**config.mk**
```make
export PLATFORM = sky130hd
export DESIGN_NAME = buzzer_tone_generator
export DESIGN_NICKNAME = d
export VERILOG_FILES = /design/src/sv/buzz_pkg.sv /design/src/sv/buzzer_tone_generator.sv
export SDC_FILE = /design/constraint.sdc
export NUM_CORES = 1
export LEC_CHECK = 0
export BUFFER_PORTS_ARGS = -buffer_cell sky130_fd_sc_hd__buf_2
export CORE_MARGIN = 10
export CORE_UTILIZATION = 65
export DETAILED_ROUTE_END_ITERATION = 8
export PLACE_DENSITY_LB_ADDON = 0.3
export SYNTH_ARGS = -nofsm -noshare
export SYNTH_HDL_FRONTEND = slang
export SYNTH_SLANG_ARGS = --single-unit
```
**constraint.sdc**
```tcl
create_clock -name i_clk -period 12.2 [get_ports i_clk]
set_input_delay 1.83 -clock i_clk [delete_from_list [all_inputs] [get_ports i_clk]]
set_output_delay 1.83 -clock i_clk [all_outputs]
set_load 0.01 [all_outputs]
```
**src/sv/buzz_pkg.sv**
```systemverilog
// ----------------------------------------------------------------------------
// buzz_pkg
// Shared types and constants for the buzzer tone generator.
// ----------------------------------------------------------------------------
`default_nettype none

package buzz_pkg;

    // Field widths of the request and of the internal counters.
    localparam int FREQ_W   = 16;
    localparam int DUR_W    = 24;
    localparam int ELAPS_W  = 16;
    localparam int RELOAD_W = 16;
    localparam int DVSR_W   = FREQ_W + 1;

    // Tone requests no longer than this are dropped while a tone is sounding.
    localparam logic [DUR_W-1:0] SHORT_BEEP_MS = 24'd30;

    // Reset value of the half-period reload.
    localparam logic [RELOAD_W-1:0] RELOAD_RESET = 16'd999;

    // Smallest half period in ticks.
    localparam logic [31:0] MIN_HALF = 32'd2;

    // Largest half period that still fits the reload.
    localparam logic [31:0] MAX_HALF = 32'd65536;

    // Action codes of a request.
    typedef enum logic [1:0] {
        ACT_TONE    = 2'd0,
        ACT_ELAPSED = 2'd1,
        ACT_TICK    = 2'd2,
        ACT_NONE    = 2'd3
    } t_action;

    // Sequencer states.
    typedef enum logic [1:0] {
        ST_IDLE   = 2'd0,
        ST_EXEC   = 2'd1,
        ST_DIV    = 2'd2,
        ST_COMMIT = 2'd3
    } t_state;

endpackage

`default_nettype wire

```
**src/sv/buzzer_tone_generator.sv**
```systemverilog
// ----------------------------------------------------------------------------
// buzzer_tone_generator
// Square-wave buzzer driver with a tick divider, a millisecond countdown and
// a serial restoring divider that turns a tone frequency into a half period.
// ----------------------------------------------------------------------------
// Flow: an accepted request passes from IDLE through EXEC and COMMIT into the
// output register; a tone start runs the serial divider in DIV between EXEC
// and COMMIT, DW = clog2(TICK_RATE_HZ + 1) being the width of the divider's
// bit-per-cycle loop (20 at the default tick rate). A new request is taken
// only in IDLE, once the last has committed; a held result stalls COMMIT.
// Reset (synchronous, active low) enables the block, stops the tone and loads 999.
`default_nettype none

module buzzer_tone_generator #(
    parameter int TICK_RATE_HZ = 1000000
) (
    input  wire logic                        i_clk,
    input  wire logic                        i_rst_n,
    // Request channel.
    input  wire logic                        i_valid,
    output logic                             o_ready,
    input  wire logic [1:0]                  i_action,
    input  wire logic [buzz_pkg::FREQ_W-1:0] i_tone_freq,
    input  wire logic [buzz_pkg::DUR_W-1:0]  i_tone_duration_ms,
    input  wire logic [buzz_pkg::ELAPS_W-1:0] i_elapsed_ms,
    // Result channel.
    output logic                             o_valid,
    input  wire logic                        i_ready,
    output logic                             o_pin_level,
    output logic                             o_sounding,
    // Configuration channel.
    input  wire logic                        i_cfg_valid,
    output logic                             o_cfg_ready,
    input  wire logic                        i_cfg_enable
);

    // Dividend width and iteration counter width of the serial divider.
    localparam int DW = $clog2(TICK_RATE_HZ + 1);
    localparam int CW = (DW > 1) ? $clog2(DW) : 1;
    localparam logic [DW-1:0] DIVIDEND = DW'(TICK_RATE_HZ);
    localparam logic [CW-1:0] LAST_STEP = CW'(DW - 1);

    // Sequencer and captured request.
    buzz_pkg::t_state                  r_state,   n_state;
    buzz_pkg::t_action                 r_action,  n_action;
    logic [buzz_pkg::FREQ_W-1:0]       r_freq,    n_freq;
    logic [buzz_pkg::DUR_W-1:0]        r_dur,     n_dur;
    logic [buzz_pkg::ELAPS_W-1:0]      r_elapsed, n_elapsed;

    // Tone state.
    logic                              r_enable,  n_enable;
    logic                              r_level,   n_level;
    logic                              r_active,  n_active;
    logic                              r_running, n_running;
    logic [buzz_pkg::DUR_W-1:0]        r_remain,  n_remain;
    logic [buzz_pkg::RELOAD_W-1:0]     r_reload,  n_reload;
    logic [buzz_pkg::RELOAD_W-1:0]     r_count,   n_count;

    // Serial divider.
    logic [buzz_pkg::DVSR_W-1:0]       r_rem,     n_rem;
    logic [DW-1:0]                     r_dvd,     n_dvd;
    logic [DW-1:0]                     r_quo,     n_quo;
    logic [CW-1:0]                     r_step,    n_step;

    // Output register.
    logic                              r_out_valid, n_out_valid;
    logic                              r_out_level, n_out_level;
    logic                              r_out_sound, n_out_sound;

    // Decode helpers.
    logic                              tone_short;
    logic                              tone_start;
    logic [buzz_pkg::DVSR_W:0]         trial;
    logic [buzz_pkg::DVSR_W:0]         divisor;
    logic                              fits;
    logic [31:0]                       half;
    logic [buzz_pkg::RELOAD_W-1:0]     reload_sat;
    logic [buzz_pkg::ELAPS_W-1:0]      elapsed_dummy;

    assign o_ready     = (r_state == buzz_pkg::ST_IDLE);
    assign o_cfg_ready = 1'b1;
    assign o_valid     = r_out_valid;
    assign o_pin_level = r_out_level;
    assign o_sounding  = r_out_sound;
    assign elapsed_dummy = r_elapsed;

    // A tone request that restarts the divider with a new half period.
    assign tone_short = r_active && (r_dur <= buzz_pkg::SHORT_BEEP_MS);
    assign tone_start = (r_action == buzz_pkg::ACT_TONE) && r_enable
                        && (r_freq != '0) && !tone_short;

    // One restoring step: bring down the next dividend bit and try to subtract.
    assign trial   = {r_rem, r_dvd[DW-1]};
    assign divisor = {1'b0, r_freq, 1'b0};
    assign fits    = (trial >= divisor);

    // Half period clamped to the reload range, then minus one.
    always_comb begin
        half = 32'(r_quo);
        if (half < buzz_pkg::MIN_HALF) begin
            half = buzz_pkg::MIN_HALF;
        end
        if (half > buzz_pkg::MAX_HALF) begin
            half = buzz_pkg::MAX_HALF;
        end
        reload_sat = buzz_pkg::RELOAD_W'(half - 32'd1);
    end

    // Next state and datapath.
    always_comb begin
        n_state     = r_state;
        n_action    = r_action;
        n_freq      = r_freq;
        n_dur       = r_dur;
        n_elapsed   = r_elapsed;
        n_enable    = r_enable;
        n_level     = r_level;
        n_active    = r_active;
        n_running   = r_running;
        n_remain    = r_remain;
        n_reload    = r_reload;
        n_count     = r_count;
        n_rem       = r_rem;
        n_dvd       = r_dvd;
        n_quo       = r_quo;
        n_step      = r_step;
        n_out_valid = r_out_valid;
        n_out_level = r_out_level;
        n_out_sound = r_out_sound;

        // The downstream side takes the waiting result.
        if (r_out_valid && i_ready) begin
            n_out_valid = 1'b0;
        end

        case (r_state)
            buzz_pkg::ST_IDLE: begin
                if (i_valid) begin
                    n_action  = buzz_pkg::t_action'(i_action);
                    n_freq    = i_tone_freq;
                    n_dur     = i_tone_duration_ms;
                    n_elapsed = i_elapsed_ms;
                    n_state   = buzz_pkg::ST_EXEC;
                end
            end
            buzz_pkg::ST_EXEC: begin
                if (tone_start) begin
                    n_rem   = '0;
                    n_dvd   = DIVIDEND;
                    n_quo   = '0;
                    n_step  = LAST_STEP;
                    n_state = buzz_pkg::ST_DIV;
                end else begin
                    n_state = buzz_pkg::ST_COMMIT;
                end
            end
            buzz_pkg::ST_DIV: begin
                n_rem = fits ? buzz_pkg::DVSR_W'(trial - divisor)
                             : buzz_pkg::DVSR_W'(trial);
                n_quo = {r_quo[DW-2:0], fits};
                n_dvd = {r_dvd[DW-2:0], 1'b0};
                n_step = r_step - CW'(1);
                if (r_step == '0) begin
                    n_state = buzz_pkg::ST_COMMIT;
                end
            end
            buzz_pkg::ST_COMMIT: begin
                // Update the tone state once the output register has room.
                if (!r_out_valid || i_ready) begin
                    case (r_action)
                        buzz_pkg::ACT_TONE: begin
                            if (r_enable && (r_freq == '0)) begin
                                n_running = 1'b0;
                                n_level   = 1'b0;
                                n_active  = 1'b0;
                                n_remain  = '0;
                            end else if (tone_start) begin
                                n_reload  = reload_sat;
                                n_count   = '0;
                                n_running = 1'b1;
                                n_remain  = r_dur;
                                n_active  = (r_dur != '0);
                            end
                        end
                        buzz_pkg::ACT_ELAPSED: begin
                            if (r_active) begin
                                if (r_remain <= buzz_pkg::DUR_W'(elapsed_dummy)) begin
                                    n_running = 1'b0;
                                    n_level   = 1'b0;
                                    n_active  = 1'b0;
                                    n_remain  = '0;
                                end else begin
                                    n_remain = r_remain
                                               - buzz_pkg::DUR_W'(elapsed_dummy);
                                end
                            end
                        end
                        buzz_pkg::ACT_TICK: begin
                            if (r_running) begin
                                if (r_count >= r_reload) begin
                                    n_count = '0;
                                    n_level = r_active ? !r_level : 1'b0;
                                end else begin
                                    n_count = r_count + buzz_pkg::RELOAD_W'(1);
                                end
                            end
                        end
                        default: begin
                        end
                    endcase
                    n_out_valid = 1'b1;
                    n_out_level = n_level;
                    n_out_sound = n_active;
                    n_state     = buzz_pkg::ST_IDLE;
                end
            end
            default: begin
                n_state = buzz_pkg::ST_IDLE;
            end
        endcase

        // Enable write; clearing it stops the tone at once.
        if (i_cfg_valid) begin
            n_enable = i_cfg_enable;
            if (!i_cfg_enable) begin
                n_running = 1'b0;
                n_level   = 1'b0;
                n_active  = 1'b0;
                n_remain  = '0;
            end
        end
    end

    // Control registers.
    always_ff @(posedge i_clk) begin
        if (!i_rst_n) begin
            r_state     <= buzz_pkg::ST_IDLE;
            r_enable    <= 1'b1;
            r_level     <= 1'b0;
            r_active    <= 1'b0;
            r_running   <= 1'b0;
            r_remain    <= '0;
            r_reload    <= buzz_pkg::RELOAD_RESET;
            r_count     <= '0;
            r_out_valid <= 1'b0;
        end else begin
            r_state     <= n_state;
            r_enable    <= n_enable;
            r_level     <= n_level;
            r_active    <= n_active;
            r_running   <= n_running;
            r_remain    <= n_remain;
            r_reload    <= n_reload;
            r_count     <= n_count;
            r_out_valid <= n_out_valid;
        end
    end

    // Payload registers.
    always_ff @(posedge i_clk) begin
        r_action    <= n_action;
        r_freq      <= n_freq;
        r_dur       <= n_dur;
        r_elapsed   <= n_elapsed;
        r_rem       <= n_rem;
        r_dvd       <= n_dvd;
        r_quo       <= n_quo;
        r_step      <= n_step;
        r_out_level <= n_out_level;
        r_out_sound <= n_out_sound;
    end

    // A tone is sounding exactly while time remains on the countdown.
    a_active_remain: assert property (@(posedge i_clk) disable iff (!i_rst_n)
        r_active == (r_remain != '0))
        else $error("active flag and remaining time disagree");

    // With the divider stopped the pin is low.
    a_stopped_low: assert property (@(posedge i_clk) disable iff (!i_rst_n)
        !r_running |-> !r_level)
        else $error("pin high while divider stopped");

    // A disabled block stays silent.
    a_disabled_quiet: assert property (@(posedge i_clk) disable iff (!i_rst_n)
        !r_enable |-> (!r_running && !r_active))
        else $error("tone running while disabled");

endmodule

`default_nettype wire

```
==> results.toml <==
[cts]
numCtsBuffers = 17
post_cts_buffers = 0
cts-resized-gates = 0
htreeDepth = 4
clkTransAtPathRegs_ns = 0.07
cts_root_buf = "clkbuf_16"
ctsLongestPathBuffers = 2
cts_tree = "built"
cts_num_sinks = 179
cts_hold_buf = 0
clock_latency_ns = 0.44

[hold_path]
min_from = "r_reload[4]"
min_to = "r_reload[4]"
hold_path.class = "register to register"
hold-path-cell-count = 2

[critical_path]
r2r_slack_ns = 8.75
cp-end-kind = "register"
r2r_start = "r_remain[0]"
r2r_cells = 11
reg2reg_to = "r_remain[23]"
worstSetupStartpointType = "input port"
cp_max_fo = 16
cp.required_ns = 12.48
crit_type = "input port to register"
cp_data_arrival_time_ns = 4.24

[grt]
grt_max_degree = 57
grt_use_met1 = 0.301
grt_pass1_wl_um = 38900
use_met2 = 0.370
grt_pass1_vias = 7915
antenna_found_initial = 0
grt_overflow = 0
busiest_layer = "met2"
grtUsageMet3 = 0.0600
globalRouteTotalUtil = 0.233

[drt]
wire_per_inst_um = 18.6
vias_per_cell = 6.38
dr.pass1.iters = 5
detail-route-antenna-nets = 0
vias = 8120
wl_um = 23700
drtIter0Drc = 847
drcViolationCount = 0

[sta]
hold_viol = 0
fin_crit_sh = 0.325
drv_slew = 0
maxSlewHeadroom = 0.368
setup_tns_ns = 0
finClkSkew_ns = 0.0127
rsz0062_at_grt = "no"
worst_pin_slew_ns = 0.944
timing.hold.ws_ns = 0.483
setup_viol = 0
min_period_ns = 3.96
fmax_ghz = 0.252

[logic_synthesis]
synth-edff-count = 116
avgSynthCellArea_um2 = 9.91
synthArstFlopShare = 0
yosys_most_used_dff = "edfxtp_1"
synth_seq_cells = 179
synth_warnings = 0
syn_area_mm2 = 0.0100
ys_types = 83
ys_seq_area_frac = 0.474
netlist_instances = 1010
syn-num-nets = 1131

[status]
run_status = "finished, final reports clean"

[floorplanning]
fp.dieH_um = 144
die_width_um = 144
ios = 69
core_area_mm2 = 0.0151
rows = 45
start_util = 0.661
die_area_mm2 = 0.0208

[finish]
drive_gt1_frac = 0.119
ff_latch_area_mm2 = 0.00474
layoutNonFillerInstCount = 1272
areaGrowthSynthToFinish_pct = 11.1
fin_nets = 1192
antenna_cells = 0
fin_util = 0.734
fin_area_mm2 = 0.0111
n_fill_cell = 1058
multiInputGateArea_mm2 = 0.00483

[power_and_ir_drop]
p_per_area_mw_per_mm2 = 187
ir_drop_mv = 0.133
power.leakage_nw = 4.35

[placement]
placed_cells = 1240
portBuffers = 67
place_congestion = 0.925
post-dp-hpwl_um = 16800
dpl_cell_area_mm2 = 0.0105

[flow_run]
maxCapViolCount = 0
through the flow:
stage	total power [W]	setup slack, ns
2_1_floorplan	0.00133	6.86
3_3_place_gp	0.00147	8.00
3_5_place_dp	0.00149	7.93
4_1_cts	0.00208	8.37
5_1_grt	0.00219	8.00
6_report	0.00208	8.24
report_power, final:
| group | internal (W) | total (W) | switching [W] |
|---|---|---|---|
| logic | 0.000222 | 0.000611 | 0.000389 |
| registers | 0.000798 | 0.000879 | 0.0000807 |
| clock network | 0.000362 | 0.000593 | 0.000231 |
| total | 0.00138 | 0.00208 | 0.000700 |
state kept, by name, indices dropped and copies added, names as in the netlist:
register,cells
r_level,1
r_quo,20
o_pin_level,1
r_freq,16
r_dur,24
o_valid,1
r_step,5
o_sounding,1
r_action,2
r_running,1
r_dvd,14
r_state,2
r_rem,17
r_reload,16
r_active,1
r_enable,1
r_remain,24
elapsed_dummy,16
r_count,16
layout by cell type, fill, tap and decap left out, types with 6 or more instances in the layout:
master	netlist	final
o21a_1	11	11
edfxtp_1	116	116
nor2_1	90	89
o21ai_0	53	52
o211ai_1	7	7
dfxtp_1	63	63
ha_1	55	55
a21o_1	11	11
xnor2_1	29	29
nor3_1	22	22
buf_4	4	6
nor2b_1	7	7
a31oi_1	22	22
nand2_1	64	64
and2_1	32	32
o22ai_1	8	8
o311ai_0	7	7
buf_2	3	67
inv_1	80	80
clkbuf_16	0	17
a21oi_1	65	65
a211oi_1	15	15
mux2i_1	17	17
nand2b_1	23	23
or4_1	6	6
xor2_1	14	14
nand3_1	23	23
nor4_1	14	14
nand4_1	14	14
worst max-delay path, stage by stage:
cell	delay [ns]
buf_2	0.12
nand2b_1	0.13
nand3_1	0.44
nor2_1	0.90
nand2_1	0.39
o21ai_0	0.34
a211oi_1	0.08
routing by layer:
metal	vias up	routed length, um
met5	-	0
met3	59	1950
met2	374	11200
li1	3855	-
met1	3832	9920
met4	0	591
worst max-delay path by stage:
stage                           from            to  slack, ns  cells past startpoint
after floorplan           r_state[0]     r_dvd[10]       6.86                      5
after global placement       i_ready  r_remain[20]       8.00                      7
after detailed placement     i_ready  r_remain[20]       7.93                      7
after CTS                    i_ready  r_remain[20]       8.37                      7
after global routing         i_ready  r_remain[20]       8.00                      7
final                        i_ready  r_remain[20]       8.24                      7
logic make-up (layout without fill, tap and decap cells):
logic type | count (synthesis) | in the layout | synth area share
adders and majority gates | 57 | 57 | 0.0727
buffers and inverters | 112 | 186 | 0.0454
DFF | 179 | 179 | 0.474
other | 1 | 1 | 0.000375
and+or+nand+nor | 332 | 332 | 0.171
muxes | 18 | 18 | 0.0181
xor gates and xnor gates | 43 | 43 | 0.0376
AOI/OAI and AO/OA | 268 | 268 | 0.181
cell usage after synthesis (all sizes together), types with 7 or more instances:
master / count / area (um^2)
inv: 80 / 300
xor2: 14 / 123
nand3: 24 / 125
edfxtp: 116 / 3480
nor4: 16 / 113
nand2: 66 / 253
nand4: 14 / 87.6
a211oi: 15 / 113
buf: 9 / 67.6
o21ai: 59 / 314
a31oi: 23 / 159
and2: 32 / 200
clkbuf: 22 / 82.6
nor3: 23 / 120
o22ai: 8 / 50.1
a21oi: 66 / 334
mux2i: 17 / 170
nand2b: 23 / 144
nor2b: 7 / 43.8
o21a: 11 / 82.6
o211ai: 9 / 77.6
dfxtp: 63 / 1260
xnor2: 29 / 254
nor2: 90 / 338
or4: 8 / 67.6
a21o: 11 / 82.6
ha: 55 / 688
o311ai: 7 / 61.3
layout make-up:
type	count	share of cell area
Tap cell	188	0.0212
Sequential cell	179	0.427
Multi-Input combinational cell	719	0.434
Timing Repair Buffer	73	0.0342
Clock buffer	21	0.0396
Inverter	81	0.0273
Clock inverter	11	0.0167
Note: power is estimated with default switching activity, not from simulation.
